[config.mk]
export PLATFORM = sky130hd
export DESIGN_NAME = vrfc_ram
export DESIGN_NICKNAME = d
export VERILOG_FILES = /design/src/hdl/vrfc_ram.sv
export SDC_FILE = /design/constraint.sdc
export NUM_CORES = 1
export LEC_CHECK = 0
export BUFFER_PORTS_ARGS = -buffer_cell sky130_fd_sc_hd__buf_2
export CAP_MARGIN = 20
export CORE_ASPECT_RATIO = 1.1
export CORE_MARGIN = 8
export CORE_UTILIZATION = 35
export CTS_BUF_LIST = sky130_fd_sc_hd__clkbuf_4 sky130_fd_sc_hd__clkbuf_8
export DETAILED_ROUTE_END_ITERATION = 12
export GPL_ROUTABILITY_DRIVEN = 0
export PLACE_DENSITY = 0.6
export SYNTH_ARGS = -nofsm -noshare
export SYNTH_HDL_FRONTEND = slang
export SYNTH_SLANG_ARGS = --single-unit
[constraint.sdc]
create_clock -name clock -period 3.7 [get_ports clock]
set_input_delay 0 -clock clock [delete_from_list [all_inputs] [get_ports clock]]
set_output_delay 0 -clock clock [all_outputs]
set_load 0.1 [all_outputs]
[src/hdl/vrfc_ram.sv]
// ============================================================================
// vrfc_ram
// Generic simple dual-port RAM, one write port and one registered read port.
// ============================================================================
module vrfc_ram #(
   parameter int WIDTH = 8,
   parameter int DEPTH = 16
) (
   input  logic                     clock,
   input  logic                     we,
   input  logic [$clog2(DEPTH)-1:0] waddr,
   input  logic [WIDTH-1:0]         wdata,
   input  logic                     re,
   input  logic [$clog2(DEPTH)-1:0] raddr,
   output logic [WIDTH-1:0]         rdata
);
   logic [WIDTH-1:0] mem [DEPTH];
   logic [WIDTH-1:0] rdata_ff;

   // Write port and registered read port; read data holds when not enabled.
   always_ff @(posedge clock) begin
      if (we) begin
         mem[waddr] <= wdata;
      end
      if (re) begin
         rdata_ff <= mem[raddr];
      end
   end

   assign rdata = rdata_ff;
endmodule

==> impl_metrics.csv <==
group,metric,value,unit
critical_path,worstSetupEndpointType,"flop",
synthesis,yosys-top-cells-area,"edfxtp_1 (78%), mux4_2 (7.8%), mux4_1 (7.0%)",
synthesis,synth-edff-count,136,
synthesis,syn_inst,229,
timing,relSlewSlack,0.298,
power,power_density,535,nW/um2
clocking,cts-root-buf,"clkbuf_8",
timing,slew_viol_final,0,
routing,wl_per_cell,21.5,um
die,pin_count,27,
clocking,post_cts_buffers,0,
finish,layout-drive-gt1-share,0.280,
timing,hold_viol_final,0,
timing,fin_crit_sh,0.402,
synthesis,synth.distinct_cells,18,
timing,grt_setup_unrepaired,"no",
power,p_leak,2.01,nW
die,rows,47,
synthesis,syn_area,5230,um2
global_route,first_global_vias,2587,
routing,drt-pass1-iter-count,4,
worst_hold_path,holdCritPathClass,"in2reg",
synthesis,synth_flop_cell,"edfxtp_1",
synthesis,synth_top_area_frac,0.781,
die,core,14800,um2
clocking,clk_path_buf_depth,2,
critical_path,cpPeakStageDelay,510,ps
die,initial_core_util,0.353,
critical_path,cp.required,3870,ps
die,die_y,144,um
critical_path,worstPathArrival,1650,ps
run_status,status,"finished, final reports clean",
critical_path,crit_type,"reg2reg",
critical_path,crit_family,"multiplexers",
routing,drc,0,
die,die_w,133,um
finish,final_util,0.414,
critical_path,start_kind,"flop",
routing,viasPerCell,4.92,
critical_path,crit_slowest_cell,"mux4_1",
die,die_area,19100,um2
timing,max_freq,672,MHz
clocking,cts.clk_slew.worst_paths,70,ps
routing,num_vias,2406,
global_route,grt_max_degree,33,
synthesis,synth.most_common_cell,"edfxtp_1",
synthesis,synth_seq_area_share,0.781,
timing,skew,6.89,ps
synthesis,syn_area_per_cell,22.8,um2
timing,finalSetupViolCount,0,
routing,drtAntennaViolNets,0,
timing,fin_crit,1490,ps
power,irDropWorstVdd,0.190,mV
routing,routed_wl,10.5,mm
synthesis,ys.warnings.count,0,
synthesis,ys_async_sr_fraction,0,
global_route,grt_first_pass_wirelength,16.1,mm
placed_design,port_buffers,26,
clocking,clock_latency,420,ps
timing,tightest_slew,1050,ps
critical_path,cp_max_fo,1,
routing,drt-initial-drc-count,230,
run,cap_violations,0,
finish,antenna_cells,0,
clocking,ctsHtreeMaxLevel,4,
finish,nets,299,
clocking,clock-sinks,136,
critical_path,regToRegSetupSlack,2210,ps
global_route,antenna_found_initial,0,
synthesis,yosys-top-cells-count,"edfxtp_1 (136), mux4_2 (18), a22oi_1 (16)",
clocking,cts_tree,"built",
clocking,numCtsBuffers,17,
timing,tns,0,ps
critical_path,crit_buf_inv,0,
global_route,grt_overflow_total,0,
synthesis,synth_largest_area_cell,"edfxtp_1",
finish,areaGrowthSynthToFinish,17.4,%
clocking,cts.repair.resized,0,
critical_path,worstPathCellList,"mux4_1, a22oi_1, nand2_1",
clocking,hold_buffers,9,
placed_design,place_hpwl,6.81,mm
global_route,grt_use_total,0.118,
synthesis,ys_ff_latch,136,
synthesis,syn_nets,248,
-- metrics by stage --
step                      total power [W]  std cells  worst slack (ps)  hold WS, ps  cell area, um2
final                             0.00328        489              2210         65.7            6140
after global routing              0.00339        489              2140         41.2            6140
after CTS                         0.00331        488              2000         39.7            6120
after detailed placement          0.00199        447              1540          390            5590
after global placement            0.00198        443              1530          384            5540
after floorplan                   0.00192        229              2210         98.9            5230
-- where the power goes --
| group | internal (W) | switching [W] |
|---|---|---|
| Clock | 0.000792 | 0.000532 |
| Combinational | 0.0000699 | 0.000145 |
| Sequential | 0.00173 | 0.00000883 |
-- metal layers --
| layer | up-vias | GRT usage | routed length, um |
|---|---|---|---|
| met2 | 68 | 0.185 | 5100 |
| met1 | 1243 | 0.152 | 4840 |
| li1 | 1083 | - | - |
| met4 | 0 | 0.0586 | 191 |
| met5 | - | 0 | 0 |
| met3 | 12 | 0.0292 | 376 |
-- cells by family after synthesis --
group | Yosys count | synth area share
flops | 136 | 0.781
simple gates | 35 | 0.0314
mux | 32 | 0.148
compound gates | 16 | 0.0230
buf+inv | 10 | 0.0165
-- sequential cells by signal (all words and copies together) (netlist names) --
| register | cells |
|---|---|
| mem | 128 |
| rdata | 8 |
-- worst paths after layout --
path | start | endpoint | cells after the start
setup / recovery | mem[9][1]$_DFFE_PP_ | rdata[1]$_DFFE_PP_ | 3
hold / removal | waddr[1] | mem[12][3]$_DFFE_PP_ | 2
setup reg to reg | mem[9][1]$_DFFE_PP_ | rdata[1]$_DFFE_PP_ | 3
hold reg to reg | mem[14][7]$_DFFE_PP_ | rdata[7]$_DFFE_PP_ | 3
-- worst reg2reg max path, cell delays in order, from the launching register on --
cell	delay [ps]
edfxtp_1	360
mux4_1	510
a22oi_1	280
nand2_1	80
-- area by class of cell --
| cell class | instances | area, um2 |
|---|---|---|
| clock buffers | 17 | 234 |
| clock inverters | 15 | 206 |
| fillers | 1308 | 8680 |
| multi-input cells | 83 | 1070 |
| flip-flops and latches | 136 | 4080 |
| well taps | 196 | 245 |
| repair buffers | 42 | 300 |
-- cell usage in the layout, fill, tap and decap left out, types with 3 or more instances in the layout --
cell	netlist	layout
edfxtp_1	136	136
dlygate4sd3_1	0	9
buf_2	3	26
mux4_2	18	18
clkinvlp_4	0	3
a22oi_1	16	16
clkinv_1	0	4
nor2_1	13	13
nand2_1	9	9
buf_6	3	4
bufinv_16	0	5
mux4_1	14	14
clkbuf_8	0	17
Note: power is estimated with default switching activity, not from simulation.
