--- src/hdl/vrfc_pkg.sv ---
// ============================================================================
// vrfc_pkg
// Shared types and constants of the route feasibility and cost block.
// ============================================================================
package vrfc_pkg;

   // Field widths of the transactions.
   localparam int NODE_W   = 6;
   localparam int DIST_W   = 25;
   localparam int COST_W   = 32;
   localparam int CSR_IDX_W = 2;
   localparam int CSR_W    = 6;
   localparam int STOPS_W  = 6;

   // Register reset values.
   localparam logic [CSR_W-1:0] CUSTOMER_COUNT_RST = 6'd16;
   localparam logic [CSR_W-1:0] VEHICLE_COUNT_RST  = 6'd4;
   localparam logic [CSR_W-1:0] MAX_STOPS_RST      = 6'd20;

   // Largest value the segment counter holds.
   localparam logic [STOPS_W-1:0] STOPS_MAX = '1;

   // Register indexes on the configuration port.
   localparam logic [CSR_IDX_W-1:0] CSR_CUSTOMER_COUNT = 2'd0;
   localparam logic [CSR_IDX_W-1:0] CSR_VEHICLE_COUNT  = 2'd1;
   localparam logic [CSR_IDX_W-1:0] CSR_MAX_STOPS      = 2'd2;

   // Request operation codes.
   localparam logic OP_TABLE_WRITE = 1'b0;
   localparam logic OP_ROUTE_NODE  = 1'b1;

   // Failure reason, lowest nonzero code has priority.
   typedef enum logic [1:0] {
      REASON_NONE     = 2'd0,
      REASON_END_SEP  = 2'd1,
      REASON_ADJ_SEP  = 2'd2,
      REASON_OVERLONG = 2'd3
   } reason_type;

   // Route node handed from the check stage to the cost stage.
   typedef struct packed {
      logic       valid;
      logic       start;
      logic       last;
      logic       oob;
      reason_type reason;
   } leg_type;

endpackage

--- src/hdl/vrfc_ifs.sv ---


interface vrfc_rsp_if;
   import vrfc_pkg::*;
   logic              valid;
   logic              ready;
   logic              feasible;
   logic [1:0]        fail_reason;
   logic [COST_W-1:0] route_cost;

   modport source (output valid, feasible, fail_reason, route_cost, input ready);
   modport sink   (input valid, feasible, fail_reason, route_cost, output ready);
endinterface


--- src/hdl/vrfc_cost_acc.sv ---
// ============================================================================
// vrfc_cost_acc
// Cost stage: saturating leg sum and the response output register.
// ============================================================================
module vrfc_cost_acc (
   input  logic                        clock,
   input  logic                        reset,
   input  vrfc_pkg::leg_type           leg,
   input  logic [vrfc_pkg::DIST_W-1:0] rd_data,
   output logic                        stall,
   vrfc_rsp_if.source                  rsp_ch
);
   import vrfc_pkg::*;

   logic [COST_W-1:0] cost_ff, cost_in;
   logic              rsp_valid_ff, rsp_valid_in;
   logic              feasible_ff, feasible_in;
   reason_type        reason_ff, reason_in;
   logic [COST_W-1:0] rcost_ff, rcost_in;

   logic              advance;
   logic              emit;
   logic [DIST_W-1:0] leg_dist;
   logic [COST_W:0]   sum;
   logic [COST_W-1:0] cost_new;

   // A finished route waits here while the output register is still full.
   assign stall   = leg.valid && leg.last && rsp_valid_ff && !rsp_ch.ready;
   assign advance = leg.valid && !stall;
   assign emit    = advance && leg.last;

   // Saturating accumulate; the first node of a route starts from zero.
   assign leg_dist = leg.oob ? '0 : rd_data;
   assign sum      = {1'b0, cost_ff} + (COST_W + 1)'(leg_dist);
   assign cost_new = leg.start ? '0 : (sum[COST_W] ? '1 : sum[COST_W-1:0]);

   always_comb begin
      cost_in      = advance ? cost_new : cost_ff;
      rsp_valid_in = rsp_valid_ff;
      feasible_in  = feasible_ff;
      reason_in    = reason_ff;
      rcost_in     = rcost_ff;
      if (rsp_ch.ready) begin
         rsp_valid_in = 1'b0;
      end
      if (emit) begin
         rsp_valid_in = 1'b1;
         feasible_in  = (leg.reason == REASON_NONE);
         reason_in    = leg.reason;
         rcost_in     = cost_new;
      end
   end

   // Control state.
   always_ff @(posedge clock) begin
      if (reset) begin
         cost_ff      <= '0;
         rsp_valid_ff <= 1'b0;
      end else begin
         cost_ff      <= cost_in;
         rsp_valid_ff <= rsp_valid_in;
      end
   end

   // Response payload.
   always_ff @(posedge clock) begin
      feasible_ff <= feasible_in;
      reason_ff   <= reason_in;
      rcost_ff    <= rcost_in;
   end

   assign rsp_ch.valid       = rsp_valid_ff;
   assign rsp_ch.feasible    = feasible_ff;
   assign rsp_ch.fail_reason = reason_ff;
   assign rsp_ch.route_cost  = rcost_ff;
endmodule

--- src/flat_wrapper.sv ---
// flat-port wrapper written by rule: the top's interface ports become plain ports
module vrfc_cost_acc_flat import vrfc_pkg::*;
  (clock, reset, leg, rd_data, stall, rsp_ch_valid, rsp_ch_feasible, rsp_ch_fail_reason, rsp_ch_route_cost, rsp_ch_ready);
  vrfc_rsp_if rsp_ch_i ();
  input  logic clock;
  input  logic reset;
  input  vrfc_pkg::leg_type leg;
  input  logic [vrfc_pkg::DIST_W-1:0] rd_data;
  output logic stall;
  output wire logic [$bits(rsp_ch_i.valid)-1:0] rsp_ch_valid;
  output wire logic [$bits(rsp_ch_i.feasible)-1:0] rsp_ch_feasible;
  output wire logic [$bits(rsp_ch_i.fail_reason)-1:0] rsp_ch_fail_reason;
  output wire logic [$bits(rsp_ch_i.route_cost)-1:0] rsp_ch_route_cost;
  input wire logic [$bits(rsp_ch_i.ready)-1:0] rsp_ch_ready;
  assign rsp_ch_valid = rsp_ch_i.valid;
  assign rsp_ch_feasible = rsp_ch_i.feasible;
  assign rsp_ch_fail_reason = rsp_ch_i.fail_reason;
  assign rsp_ch_route_cost = rsp_ch_i.route_cost;
  assign rsp_ch_i.ready = rsp_ch_ready;
  vrfc_cost_acc u_core (.clock(clock), .reset(reset), .leg(leg), .rd_data(rd_data), .stall(stall), .rsp_ch(rsp_ch_i));
endmodule
--- config.mk ---
export PLATFORM = sky130hd
export DESIGN_NAME = vrfc_cost_acc_flat
export DESIGN_NICKNAME = d
export VERILOG_FILES = /design/src/hdl/vrfc_pkg.sv /design/src/hdl/vrfc_ifs.sv /design/src/hdl/vrfc_cost_acc.sv /design/src/flat_wrapper.sv
export SDC_FILE = /design/constraint.sdc
export NUM_CORES = 1
export LEC_CHECK = 0
export ABC_AREA = 0
export BUFFER_PORTS_ARGS = -buffer_cell sky130_fd_sc_hd__buf_2
export CORE_MARGIN = 3
export CORE_UTILIZATION = 50
export DETAILED_ROUTE_END_ITERATION = 10
export GPL_ROUTABILITY_DRIVEN = 0
export HOLD_SLACK_MARGIN = 0.12
export PLACE_DENSITY_LB_ADDON = 0.25
export SYNTH_ARGS = -nofsm -noshare
export SYNTH_HDL_FRONTEND = slang
export SYNTH_SLANG_ARGS = --single-unit
export TNS_END_PERCENT = 20
--- constraint.sdc ---
create_clock -name clock -period 7.08 [get_ports clock]
set_clock_uncertainty 0.2 [all_clocks]
set_input_delay 1.416 -clock clock [delete_from_list [all_inputs] [get_ports clock]]
set_output_delay 1.416 -clock clock [all_outputs]
set_load 0.005 [all_outputs]
==> metrics.cfg <==
[status]
status = finished clean

[run]
max_cap_viol_count = 0

[sta]
fin_crit_ns = 4.627
max_freq_mhz = 216.1
rsz0062_at_grt = no
finalHoldViolCount = 0
fin_setup_tns_ns = 0
setup_viol = 0
min_period_over_period_pct = 65.35
max_slew.worst_pin.slew_ns = 1.166
maxSlewViolCount = 0
relSlewSlack_pct = 22.01

[min_path]
min_from = u_core.cost_ff[0]
holdPathEnd = u_core.cost_ff[0]
min_path_type = flop to flop
whs_path_depth = 2

[logic_synthesis]
async_reset_ff_share_pct = 0
ys.flop_type = edfxtp_1
ys.warnings.count = 0
yosys.area.top_type_share_pct = 24.04
syn_area_per_cell_um2 = 9.422
yosysSeqAreaShare_pct = 39.15
synth_nets = 524
yosys-top-cells-area = edfxtp_1 (24%), dfxtp_1 (15%), ha_1 (7.2%), nor2_1 (4.8%), nor2b_1 (4.7%)
ys_ff_latch = 68
syn_area_mm2 = 0.004372
synth.largest_area_cell = edfxtp_1
synthDistinctLibCells = 66
synth_cells = 464
yosysMostFrequentCell = nor2_1
synth_edf_count = 35
synth.cells.most_frequent = nor2_1 (56), a21oi_1 (38), edfxtp_1 (35), dfxtp_1 (33), nor2b_1 (33)

[power]
power.switching_w = 0.0002580
internal_power_w = 0.0007251
leakage_nw = 2.026
power.density_mw_per_mm2 = 197.3
swShare_pct = 26.25
power_frac_clock_pct = 39.9
pwr-share-seq_pct = 44.6
vdd_drop_max_mv = 0.1102
combPwrFrac_pct = 15.5

[clock_network]
cts_tree = yes
clock_path_buffers = 2
ctsHoldBuffers = 0
cts_sinks = 68
path_clk_slew_ns = 0.07
clkLatencyLatePin_ns = 0.34
cts_buffers = 9
htreeDepth = 3
cts_setup_buffers = 0
cts_root_buf = clkbuf_8
cts_resized = 0

[critical_path]
worstSetupPathType = input port to flop
crit_arrival_ns = 4.48
cp.required_ns = 6.94
crit_fanout = 25
cp-start-kind = input port
endpoint_kind = flop
ff2ff_path_depth = 9
ff2ff_setup_slack_ns = 3.73
reg2reg_from = u_core.cost_ff[0]
r2r_end = u_core.rsp_ch.route_cost[16]

[grt]
grt_pass1_wl_um = 17240
grt_start_max_net_pins = 49
grt_use_total_pct = 21.52
grt_pass1_vias = 3613
grt_overflow_total = 0
antenna_found_initial = 0

[route]
vias = 3775
wirelength_um = 10610
dr.pass1.iters = 4
drt_iter0_drc = 169
wire_per_inst_um = 16.81
drc_errors = 0
avgViaCountPerCell = 5.983
ant_nets = 0

[floorplan]
ios = 71
die_h_um = 99.51
rows = 33
coreArea_mm2 = 0.008341
initial_utilization_pct = 52.42
die_area_mm2 = 0.009901
die_x_um = 99.51

[cells_and_area]
drive_above_1_share_pct = 24.52
diodes = 0
final_util_pct = 59.75
nets = 581
syn2layout_area_growth_pct = 14.00

[placement]
numPortBuffers = 70
place_hpwl_um = 7523

==> critical path, stage by stage <==
cell and delay, ns:
buf_2 0.39, nor2b_1 0.10, ha_1 0.24, fa_1 0.45
a211oi_2 0.31, o211ai_2 0.16, a22o_2 0.31, o31ai_4 0.42
a211oi_4 0.30, nor2b_1 0.30, nor2_1 0.07
==> layout by cell type, fill, tap and decap left out, types with 5 or more instances in the layout <==
cell	Yosys	layout
a311oi_1	8	8
nand2_1	25	25
a31oi_1	16	16
nand3_1	11	11
xnor2_1	9	9
a21oi_1	38	38
clkbuf_8	0	9
xor2_1	11	11
nor3_1	9	9
nor2_2	10	10
edfxtp_1	35	35
dfxtp_1	33	33
a211oi_1	10	10
o32ai_2	9	9
buf_2	6	70
o21ai_0	22	22
nor2_1	56	56
a21o_1	11	11
ha_1	25	25
o211ai_1	5	5
nor2b_1	33	31
==> worst max path at each step <==
stage | from | end | slack, ns | cells past startpoint
after floorplan | leg[2] | u_core.rsp_ch.route_cost[24] | 2.67 | 11
after global placement | leg[2] | u_core.rsp_ch.route_cost[16] | 2.25 | 11
after detailed placement | leg[2] | u_core.rsp_ch.route_cost[16] | 2.13 | 11
after CTS | leg[2] | u_core.rsp_ch.route_cost[16] | 2.49 | 11
after global routing | leg[2] | u_core.rsp_ch.route_cost[16] | 2.19 | 11
final | leg[2] | u_core.rsp_ch.route_cost[16] | 2.45 | 11
==> registers in the layout (all words and copies together), names as in the netlist <==
name                       cells
u_core.rsp_ch.valid            1
u_core.rsp_ch.route_cost      32
u_core.rsp_ch.fail_reason      2
u_core.cost_ff                32
u_core.rsp_ch.feasible         1
==> logic make-up (layout without fill, tap and decap cells) <==
family | count (synthesis) | after routing | synth area share, %
XOR/XNOR | 20 | 20 | 4.007
adder cells (fa/ha/maj) | 26 | 26 | 7.613
multiplexers | 1 | 1 | 0.2290
buffers and inverters | 31 | 93 | 3.606
AO/OA/AOI/OAI | 150 | 150 | 25.84
AND/OR/NAND/NOR | 168 | 168 | 19.55
flip-flops | 68 | 68 | 39.15
==> layer usage <==
layer / vias up / share of wire, % / track usage (%) / wire length, um
li1: 1855 / - / - / -
met2: 107 / 47 / 36.16 / 5034
met3: 17 / 5.3 / 4.348 / 562
met4: 0 / 1.6 / 6.303 / 170
met1: 1796 / 46 / 28.11 / 4840
met5: - / 0 / 0 / 0
==> metrics by stage <==
stage / cell area, um^2 / hold WS, ns / setup slack (ns) / cells / power, W
2_1_floorplan: 4372 / 0.2508 / 2.666 / 464 / 0.0005526
3_3_place_gp: 4743 / 0.2643 / 2.246 / 615 / 0.0005947
3_5_place_dp: 4743 / 0.2698 / 2.131 / 615 / 0.0005982
4_1_cts: 4984 / 0.2796 / 2.486 / 631 / 0.0009888
5_1_grt: 4984 / 0.3230 / 2.192 / 631 / 0.001021
6_report: 4984 / 0.2800 / 2.453 / 631 / 0.0009831
==> cell type report <==
cell class,count,area (um^2)
clock buffer,10,127.6
timing repair buffer,73,372.9
fill,761,3357
multi-input combinational,365,2512
clock inverter,6,112.6
sequential,68,1712
tap,105,131.4
inverter,4,15.01
==> power groups by stage <==
stage          Sequential [W]  Clock [W]  Combinational, W
5_1_grt              0.000440   0.000414          0.000167
6_report             0.000439   0.000393          0.000152
3_5_place_dp         0.000448          0          0.000151
4_1_cts              0.000439   0.000398          0.000152
3_3_place_gp         0.000447          0          0.000147
2_1_floorplan        0.000449          0          0.000104
Note: power is estimated with default switching activity, not from simulation.
