## config.mk

```make
export PLATFORM = sky130hd
export DESIGN_NAME = vrfc_route_check
export DESIGN_NICKNAME = d
export VERILOG_FILES = /design/src/hdl/vrfc_pkg.sv /design/src/hdl/vrfc_route_check.sv
export SDC_FILE = /design/constraint.sdc
export NUM_CORES = 1
export LEC_CHECK = 0
export BUFFER_PORTS_ARGS = -buffer_cell sky130_fd_sc_hd__buf_2
export CORE_MARGIN = 2
export CORE_UTILIZATION = 45
export DETAILED_ROUTE_END_ITERATION = 16
export GPL_TIMING_DRIVEN = 0
export PLACE_DENSITY = 0.72
export SKIP_LAST_GASP = 1
export SLEW_MARGIN = 15
export SYNTH_ARGS = -nofsm -noshare
export SYNTH_HDL_FRONTEND = slang
export SYNTH_SLANG_ARGS = --single-unit
export TNS_END_PERCENT = 20
```

## constraint.sdc

```tcl
create_clock -name clock -period 3.88 [get_ports clock]
set_input_delay 1.164 -clock clock [delete_from_list [all_inputs] [get_ports clock]]
set_output_delay 1.164 -clock clock [all_outputs]
set_load 0.01 [all_outputs]
```

## src/hdl/vrfc_pkg.sv

```systemverilog
// ============================================================================
// vrfc_pkg
// Shared types and constants of the route feasibility and cost block.
// ============================================================================
package vrfc_pkg;

   // Field widths of the transactions.
   localparam int NODE_W   = 6;
   localparam int DIST_W   = 25;
   localparam int COST_W   = 32;
   localparam int CSR_IDX_W = 2;
   localparam int CSR_W    = 6;
   localparam int STOPS_W  = 6;

   // Register reset values.
   localparam logic [CSR_W-1:0] CUSTOMER_COUNT_RST = 6'd16;
   localparam logic [CSR_W-1:0] VEHICLE_COUNT_RST  = 6'd4;
   localparam logic [CSR_W-1:0] MAX_STOPS_RST      = 6'd20;

   // Largest value the segment counter holds.
   localparam logic [STOPS_W-1:0] STOPS_MAX = '1;

   // Register indexes on the configuration port.
   localparam logic [CSR_IDX_W-1:0] CSR_CUSTOMER_COUNT = 2'd0;
   localparam logic [CSR_IDX_W-1:0] CSR_VEHICLE_COUNT  = 2'd1;
   localparam logic [CSR_IDX_W-1:0] CSR_MAX_STOPS      = 2'd2;

   // Request operation codes.
   localparam logic OP_TABLE_WRITE = 1'b0;
   localparam logic OP_ROUTE_NODE  = 1'b1;

   // Failure reason, lowest nonzero code has priority.
   typedef enum logic [1:0] {
      REASON_NONE     = 2'd0,
      REASON_END_SEP  = 2'd1,
      REASON_ADJ_SEP  = 2'd2,
      REASON_OVERLONG = 2'd3
   } reason_type;

   // Route node handed from the check stage to the cost stage.
   typedef struct packed {
      logic       valid;
      logic       start;
      logic       last;
      logic       oob;
      reason_type reason;
   } leg_type;

endpackage

```

## src/hdl/vrfc_route_check.sv

```systemverilog
// ============================================================================
// vrfc_route_check
// Check stage: tracks separators and segment lengths, issues the table read.
// ============================================================================
module vrfc_route_check #(
   parameter int MAX_NODES = 64
) (
   input  logic                             clock,
   input  logic                             reset,
   input  logic                             accept,
   input  logic                             op,
   input  logic [vrfc_pkg::NODE_W-1:0]      node,
   input  logic                             last,
   input  logic [vrfc_pkg::CSR_W-1:0]       customer_count,
   input  logic [vrfc_pkg::CSR_W-1:0]       max_stops,
   input  logic                             stall,
   output logic                             rd_en,
   output logic [2*$clog2(MAX_NODES)-1:0]   rd_addr,
   output vrfc_pkg::leg_type                leg
);
   import vrfc_pkg::*;

   localparam int IDX_W = $clog2(MAX_NODES);
   localparam int EXT_W = (IDX_W > NODE_W) ? IDX_W : NODE_W;

   logic [NODE_W-1:0]  prev_node_ff, prev_node_in;
   logic               at_start_ff, at_start_in;
   logic [STOPS_W-1:0] stops_ff, stops_in;
   logic               end_bad_ff, end_bad_in;
   logic               adj_bad_ff, adj_bad_in;
   logic               over_bad_ff, over_bad_in;
   leg_type            leg_ff, leg_in;

   logic               route_acc;
   logic               node_sep;
   logic               prev_sep;
   logic [STOPS_W-1:0] stops_base;
   logic [STOPS_W:0]   stops_next;
   logic               node_oob;
   logic               prev_oob;
   logic [EXT_W-1:0]   node_x;
   logic [EXT_W-1:0]   prev_x;
   reason_type         reason;

   assign route_acc = accept && (op == OP_ROUTE_NODE);
   assign node_sep  = (node >= customer_count);
   assign prev_sep  = (prev_node_ff >= customer_count);
   assign node_oob  = (int'(node) >= MAX_NODES);
   assign prev_oob  = (int'(prev_node_ff) >= MAX_NODES);

   // Table read of the leg from the previous node to this one.
   assign node_x  = EXT_W'(node);
   assign prev_x  = EXT_W'(prev_node_ff);
   assign rd_en   = route_acc && !at_start_ff;
   assign rd_addr = {prev_x[IDX_W-1:0], node_x[IDX_W-1:0]};

   // Customer count of the current segment; a new route starts from zero.
   assign stops_base = at_start_ff ? '0 : stops_ff;
   assign stops_next = {1'b0, stops_base} + 1'b1;

   // Route state update for one accepted node.
   always_comb begin
      prev_node_in = prev_node_ff;
      at_start_in  = at_start_ff;
      stops_in     = stops_ff;
      end_bad_in   = end_bad_ff;
      adj_bad_in   = adj_bad_ff;
      over_bad_in  = over_bad_ff;
      if (route_acc) begin
         if (at_start_ff) begin
            end_bad_in  = node_sep;
            adj_bad_in  = 1'b0;
            over_bad_in = 1'b0;
         end
         if (node_sep) begin
            stops_in = '0;
            if (!at_start_ff && prev_sep) begin
               adj_bad_in = 1'b1;
            end
         end else begin
            if (stops_next > {1'b0, max_stops}) begin
               over_bad_in = 1'b1;
            end
            stops_in = stops_next[STOPS_W] ? STOPS_MAX : stops_next[STOPS_W-1:0];
         end
         if (last && node_sep) begin
            end_bad_in = 1'b1;
         end
         prev_node_in = node;
         at_start_in  = last;
      end
   end

   // Failure reason as seen after this node.
   always_comb begin
      if (end_bad_in) begin
         reason = REASON_END_SEP;
      end else if (adj_bad_in) begin
         reason = REASON_ADJ_SEP;
      end else if (over_bad_in) begin
         reason = REASON_OVERLONG;
      end else begin
         reason = REASON_NONE;
      end
   end

   // Pipeline register toward the cost stage; holds while stalled.
   always_comb begin
      leg_in = leg_ff;
      if (route_acc) begin
         leg_in.valid  = 1'b1;
         leg_in.start  = at_start_ff;
         leg_in.last   = last;
         leg_in.oob    = node_oob || prev_oob;
         leg_in.reason = reason;
      end else if (!stall) begin
         leg_in.valid = 1'b0;
      end
   end

   always_ff @(posedge clock) begin
      if (reset) begin
         prev_node_ff <= '0;
         at_start_ff  <= 1'b1;
         stops_ff     <= '0;
         end_bad_ff   <= 1'b0;
         adj_bad_ff   <= 1'b0;
         over_bad_ff  <= 1'b0;
         leg_ff       <= '0;
      end else begin
         prev_node_ff <= prev_node_in;
         at_start_ff  <= at_start_in;
         stops_ff     <= stops_in;
         end_bad_ff   <= end_bad_in;
         adj_bad_ff   <= adj_bad_in;
         over_bad_ff  <= over_bad_in;
         leg_ff       <= leg_in;
      end
   end

   assign leg = leg_ff;
endmodule

```

==> results of run 1 <==
[tightest hold or removal path: cells and delay by family (launching register included)]
kind,cells,cell delay (ps)
flip-flops,1,320
AND/OR/NAND/NOR,1,50
AO/OA/AOI/OAI,1,50
[path summary, 6_finish.rpt]
| path | startpoint | end | slack (ps) | depth (start not counted) |
|---|---|---|---|---|
| setup / recovery | accept | rd_en | 320 | 6 |
| hold reg to reg | leg[5] | leg[5] | 460 | 2 |
| setup reg to reg | at_start_ff | leg[1] | 790 | 13 |
| hold / removal | leg[5] | leg[5] | 460 | 2 |
[sequential cells by signal, summed over array words and instances (netlist names)]
| register | flops |
|---|---|
| prev_node_ff | 6 |
| stops_ff | 6 |
| leg | 5 |
| adj_bad_ff | 1 |
| at_start_ff | 1 |
| end_bad_ff | 1 |
| over_bad_ff | 1 |
[metrics by stage]
| step | utilization | instance area [um2] | instances |
|---|---|---|---|
| 2_1_floorplan | - | 1380 | 175 |
| 3_3_place_gp | 0.545 | 1620 | 249 |
| 3_5_place_dp | 0.545 | 1620 | 249 |
| 4_1_cts | 0.554 | 1650 | 253 |
| 5_1_grt | 0.554 | 1650 | 253 |
| 6_report | 0.554 | 1650 | 253 |
[per-layer routing]
layer | share of wire | vias up
met5 | 0 | -
met4 | 0.015 | 0
met3 | 0.043 | 5
met2 | 0.47 | 31
met1 | 0.47 | 568
li1 | - | 687
[logic make-up (layout without fill, tap and decap cells)]
family	count (synthesis)	after routing	share of synthesized area
buffers and inverters	29	74	0.0990
adders and majority gates	19	19	0.173
DFF	21	21	0.305
other	1	1	0.00272
and+or+nand+nor	58	58	0.199
xor gates and xnor gates	4	4	0.0254
AOI/OAI and AO/OA	43	43	0.196
[final cells by class]
cell class / count / area (um2) / share of cell area
Multi-Input combinational cell: 125 / 821 / 0.497
Tap cell: 33 / 41.3 / 0.0250
Clock buffer: 4 / 26.3 / 0.0159
Timing Repair Buffer: 41 / 205 / 0.124
Inverter: 14 / 52.6 / 0.0318
Sequential cell: 21 / 420 / 0.255
Buffer: 15 / 83.8 / 0.0508
[synth_stat cells, types with 2 or more instances]
master    number
nand2_1       29
a21oi_1       23
dfxtp_1       21
ha_1          19
inv_1         14
nor2_1        10
buf_4          7
clkbuf_1       6
o211ai_1       6
nand3_1        4
nor2b_1        4
xor2_1         3
and3_1         2
nor3_2         2
o21a_1         2
o21ai_0        2
[report_power, final]
| group | switching (mW) | internal, mW | leakage, nW |
|---|---|---|---|
| clock network | 0.0639 | 0.0401 | 0.0150 |
| logic | 0.0516 | 0.0414 | 0.604 |
| registers | 0.00521 | 0.223 | 0.171 |
==> out/qor.csv, run 1 <==
metric;value;unit
status;finished clean;
initial antenna violation count;0;
port buffer count;41;
Mapped Area;1380;um2
DRT Wirelength;2930;um
DR WL/cell;11.6;um
Hold Crit Class;reg2reg;
final antenna-violating net count;0;
CP max stage cell;buf_1;
synth top area cells;dfxtp_1, ha_1, a21oi_1;
die outline height;59.3;um
routed vias/inst;5.10;
fin. max-slew vios;0;
Avg Synthesized Cell Area;7.87;um2
met1 Track Usage GR;0.234;
post-route setup TNS;0;ps
Rel. slew slack;0.638;
crit start category;input pin;
# nets final;264;
Initial Utilization;0.463;
Largest stage delay, worst path;440;ps
Worst Path Required;2720;ps
most frequent CP cell;buf_2;
fill cell count;282;
# Max-Cap Violations;0;
Post-CTS Resized;0;
DR pass1 iterations;4;
Yosys reg bits;21;
Final min period;3560;ps
crit-path cells;buf_2, nand2_1, clkbuf_1, buf_1, nor2_1, buf_2;
leading area contributor after synthesis;dfxtp_1;
Skew-Pair Late Insertion Delay;300;ps
number of distinct library cells after synthesis;37;
Top Family by Delay on Critical Path;buffers and inverters;
synth warn;0;
total power draw;0.425;mW
die area;3520;um2
ys async rst share;0;
Area Overhead vs Synth;19.8;%
GPL Wtd Cong;0.817;
cell row count;20;
cells after synthesis;175;
met2 Track Usage GR;0.306;
gr busiest metal;met2;
setup bufs post-CTS;0;
Top FF cell, synth;dfxtp_1;
final setup violation count;0;
commonest non-fill, non-tap cell in the layout;buf_2;
CTS root buffer;clkbuf_4;
Vias;1291;
global route total overflow;0;
Inserted Clock Buffers;3;
commonest non-fill, non-tap cells in the layout;buf_2, nand2_1, a21oi_1;
CTS sink cnt;21;
syn nets;218;
io pins;43;
CTS Hold Buffers Added;0;
pwr dens;258;nW/um2
layout cell share with drive strength beyond 1;0.255;
clk slew on worst S/H paths;110;ps
Max rail drop VDD;126;uV
worst-margin pin slew;543;ps
Final Hold Viols;0;
n_diodes;0;
RSZ-0062 raised after global routing;false;
Detailed Place HPWL;2350;um
Starting DRT DRC Count;45;
Die Width;59.3;um
Tcrit/Tclk final;0.916;
Max Buffers Root-to-Sink;2;
Hold WS;461;ps
Worst Path Arrival;2390;ps
largest net degree at the start of global routing;12;
Crit Path Class;in2out;
sequential area share after synthesis;0.305;
met3 Resource Use GR;0.0262;
first-pass GRT wire length;4910;um
H-tree depth;1;
crit-path max FO;10;
CP endpoint kind;output pin;
Total Routing Usage GR;0.182;
pre-CTS worst setup slack;314;ps
Yosys top cell area share;0.305;
EDFF count, synth;0;
P_leak;0.790;nW
total core area;2980;um2
# DRC;0;
skew final;4.02;ps
max frequency;0.281;GHz
WP buf/inv;4;
vias in the first global route;1177;
Final Worst Setup Slack;325;ps
CTS tree;done;
Note: power is estimated with default switching activity, not from simulation.
==> run 2, diff against run 1 <==
--- a/config.mk
+++ b/config.mk
@@ -5,12 +5,13 @@
 export SDC_FILE = /design/constraint.sdc
 export NUM_CORES = 1
 export LEC_CHECK = 0
+export ABC_AREA = 1
 export BUFFER_PORTS_ARGS = -buffer_cell sky130_fd_sc_hd__buf_2
 export CORE_MARGIN = 2
 export CORE_UTILIZATION = 45
 export DETAILED_ROUTE_END_ITERATION = 16
 export GPL_TIMING_DRIVEN = 0
-export PLACE_DENSITY = 0.72
+export PLACE_DENSITY = 0.71
 export SKIP_LAST_GASP = 1
 export SLEW_MARGIN = 15
 export SYNTH_ARGS = -nofsm -noshare
==> constraint.sdc (replaced) <==
create_clock -name clock -period 3.88 [get_ports clock]
set_input_delay 1.164 -clock clock [delete_from_list [all_inputs] [get_ports clock]]
set_output_delay 1.164 -clock clock [all_outputs]
set_load 0.005 [all_outputs]
==> out/qor.csv, run 2 <==
metric;value;unit;change
fin. max-slew vios;0;;unchanged
post-route setup TNS;0;ps;unchanged
FF-to-FF setup slack;1450;ps;+660 ps
CTS root buffer;clkbuf_4;;
GPL Wtd Cong;0.879;;+7.6%
Worst Path Arrival;1810;ps;-580 ps
Placed Area;1720;um2;+5.6%
commonest non-fill, non-tap cell in the layout;nand2_1;;
Worst Path Required;2720;ps;about the same
DR pass1 iterations;4;;unchanged
Seq pwr share;0.538;;about the same
Avg Synthesized Cell Area;6.77;um2;-14%
Final Hold Viols;0;;unchanged
vias in the first global route;1175;;-0.17%
initial antenna violation count;0;;unchanged
CTS sink cnt;21;;unchanged
Post-CTS Resized;0;;unchanged
leading area contributor after synthesis;dfxtp_1;;
CP endpoint kind;output pin;;
routed vias/inst;4.67;;-8.5%
DR WL/cell;9.83;um;-15%
sequential area share after synthesis;0.289;;-0.0163
Detailed Place HPWL;2400;um;+2.2%
EDFF count, synth;0;;unchanged
Die Width;60.9;um;+2.6%
Hold Crit Depth;2;;unchanged
Tcrit/Tclk final;0.767;;-0.150
Mapped Area;1460;um2;+5.6%
n_diodes;0;;unchanged
H-tree depth;1;;unchanged
io pins;43;;unchanged
global route total overflow;0;;unchanged
final instance area;1740;um2;+5.5%
layout cell share with drive strength beyond 1;0.231;;-0.0238
Switching Fraction;0.285;;+0.00142
Compound-Gate Fraction of Synth Area;0.128;;-0.0681
total core area;3050;um2;+2.5%
fin cells;304;;+20%
cell row count;20;;unchanged
Vias;1420;;+10%
die area;3700;um2;+5.2%
top post-synthesis cells by count;nand2_1, inv_1, nor2_1;;
Worst Reg-to-Reg Cells;16;;+3
commonest non-fill, non-tap cells in the layout;nand2_1, buf_2, inv_1;;
most frequent CP cell;buf_2;;
final setup violation count;0;;unchanged
Total Routing Usage GR;0.168;;-0.0137
CTS tree;done;;
Reg-to-Reg End;leg[1];;
area share of fa/ha/maj cells after synthesis;0.163;;-0.00920
Final min period;2970;ps;-581 ps
Yosys reg bits;21;;unchanged
fill cell count;329;;+17%
Max rail drop VDD;152;uV;+21%
CP max stage cell;buf_2;;
most numerous cell in the Yosys netlist;nand2_1;;
CTS Hold Buffers Added;0;;unchanged
Top Family by Delay on Critical Path;buffers and inverters;;
Skew-Pair Late Insertion Delay;300;ps;about the same
die outline height;60.9;um;+2.6%
Hold Crit Class;reg2reg;;
mux contribution to synthesized area;0;;unchanged
Largest stage delay, worst path;220;ps;-220 ps
largest net degree at the start of global routing;12;;unchanged
Inserted Clock Buffers;3;;unchanged
clock network power share;0.245;;about the same
cells after synthesis;215;;+23%
WP buf/inv;3;;-1
status;finished clean;;
max frequency;0.336;GHz;+20%
Reg-to-Reg Start;at_start_ff;;
# nets final;304;;+15%
worst hold endpoint;leg[5];;
skew final;7.25;ps;+3.23 ps
total power draw;0.429;mW;+1.0%
crit start category;input pin;;
largest family of logic cells by synthesized area;simple AND/OR/NAND/NOR gates;;
Combinational Power Share;0.216;;-0.003
pwr dens;247;nW/um2;-4.3%
final antenna-violating net count;0;;unchanged
Max Buffers Root-to-Sink;2;;unchanged
Yosys top cell area share;0.289;;-0.0163
cell internal pwr;0.307;mW;+0.81%
first-pass GRT wire length;4810;um;-2.1%
# Max-Cap Violations;0;;unchanged
Crit Path Class;in2out;;
setup bufs post-CTS;0;;unchanged
hold path start;leg[5];;
XOR/XNOR Fraction of Synth Area;0.00602;;-0.0194
crit-path max FO;10;;unchanged
DRT Wirelength;2990;um;+2.0%
ys async rst share;0;;unchanged
P_leak;0.982;nW;+24%
synth top area cells;dfxtp_1, ha_1, nand2_1;;
# DRC;0;;unchanged
Simple-Gate Fraction of Synth Area;0.271;;+0.0719
clk slew on worst S/H paths;110;ps;about the same
Area Overhead vs Synth;19.7;%;about the same
number of distinct library cells after synthesis;28;;-24%
port buffer count;41;;unchanged
Initial Utilization;0.477;;+0.0140
sw power;0.122;mW;+1.5%
RSZ-0062 raised after global routing;false;;
crit-path cells;buf_2, nand2_1, buf_2, nor2_1, buf_2;;
synth warn;0;;unchanged
syn nets;258;;+18%
Top FF cell, synth;dfxtp_1;;
dpl cells;300;;+20%
Starting DRT DRC Count;58;;+29%
## run 2: layout make-up
type	count	area, um2	area share
plain buffers	10	65.1	0.0374
clock buffers	4	26.3	0.0151
inverters	37	139	0.0797
multi-input cells	147	831	0.477
flip-flops and latches	21	420	0.241
well taps	44	55.1	0.0316
repair buffers	41	205	0.118
## run 2: power groups by stage
stage / logic (mW) / registers, mW / clock network (mW)
floorplan: 0.0569 / 0.236 / 0
detailed placement: 0.0933 / 0.236 / 0
global route: 0.108 / 0.232 / 0.117
global placement: 0.0913 / 0.236 / 0
finish: 0.0929 / 0.231 / 0.105
CTS: 0.0940 / 0.231 / 0.108
## run 2: worst register-to-register path: cells and delay by family (launching register included)
kind	cells	cell delay (ps)
AO/OA/AOI/OAI	1	50
adder cells (fa/ha/maj)	1	290
buffers and inverters	1	40
AND/OR/NAND/NOR	13	1500
flip-flops	1	410
## run 2: per-stage QoR
step	setup slack, ps	hold slack, ps	utilization
2_1_floorplan	1200	445	-
3_3_place_gp	897	440	0.562
3_5_place_dp	898	446	0.562
4_1_cts	898	463	0.570
5_1_grt	823	500	0.570
6_report	906	457	0.570
## run 2: worst max path at each step
stage	startpoint	to	slack, ps	cells after the start
floorplan	accept	rd_en	1200	3
global placement	accept	rd_en	900	5
detailed placement	accept	rd_en	900	5
CTS	accept	rd_en	900	5
global route	accept	rd_en	820	5
finish	accept	rd_en	910	5
## run 2: routing by layer
metal  part of all wire  GRT usage  vias to the layer above
li1                   -          -                      759
met1               0.50      0.226                      623
met2               0.45      0.290                       36
met3              0.048     0.0384                        2
met4             0.0037    0.00932                        0
met5                  0          0                        -
## run 2: kinds of logic after synthesis
kind of cell	count (synthesis)
buffers and inverters	47
and+or+nand+nor	91
other	1
xor gates and xnor gates	1
DFF	21
AOI/OAI and AO/OA	35
adders and majority gates	19
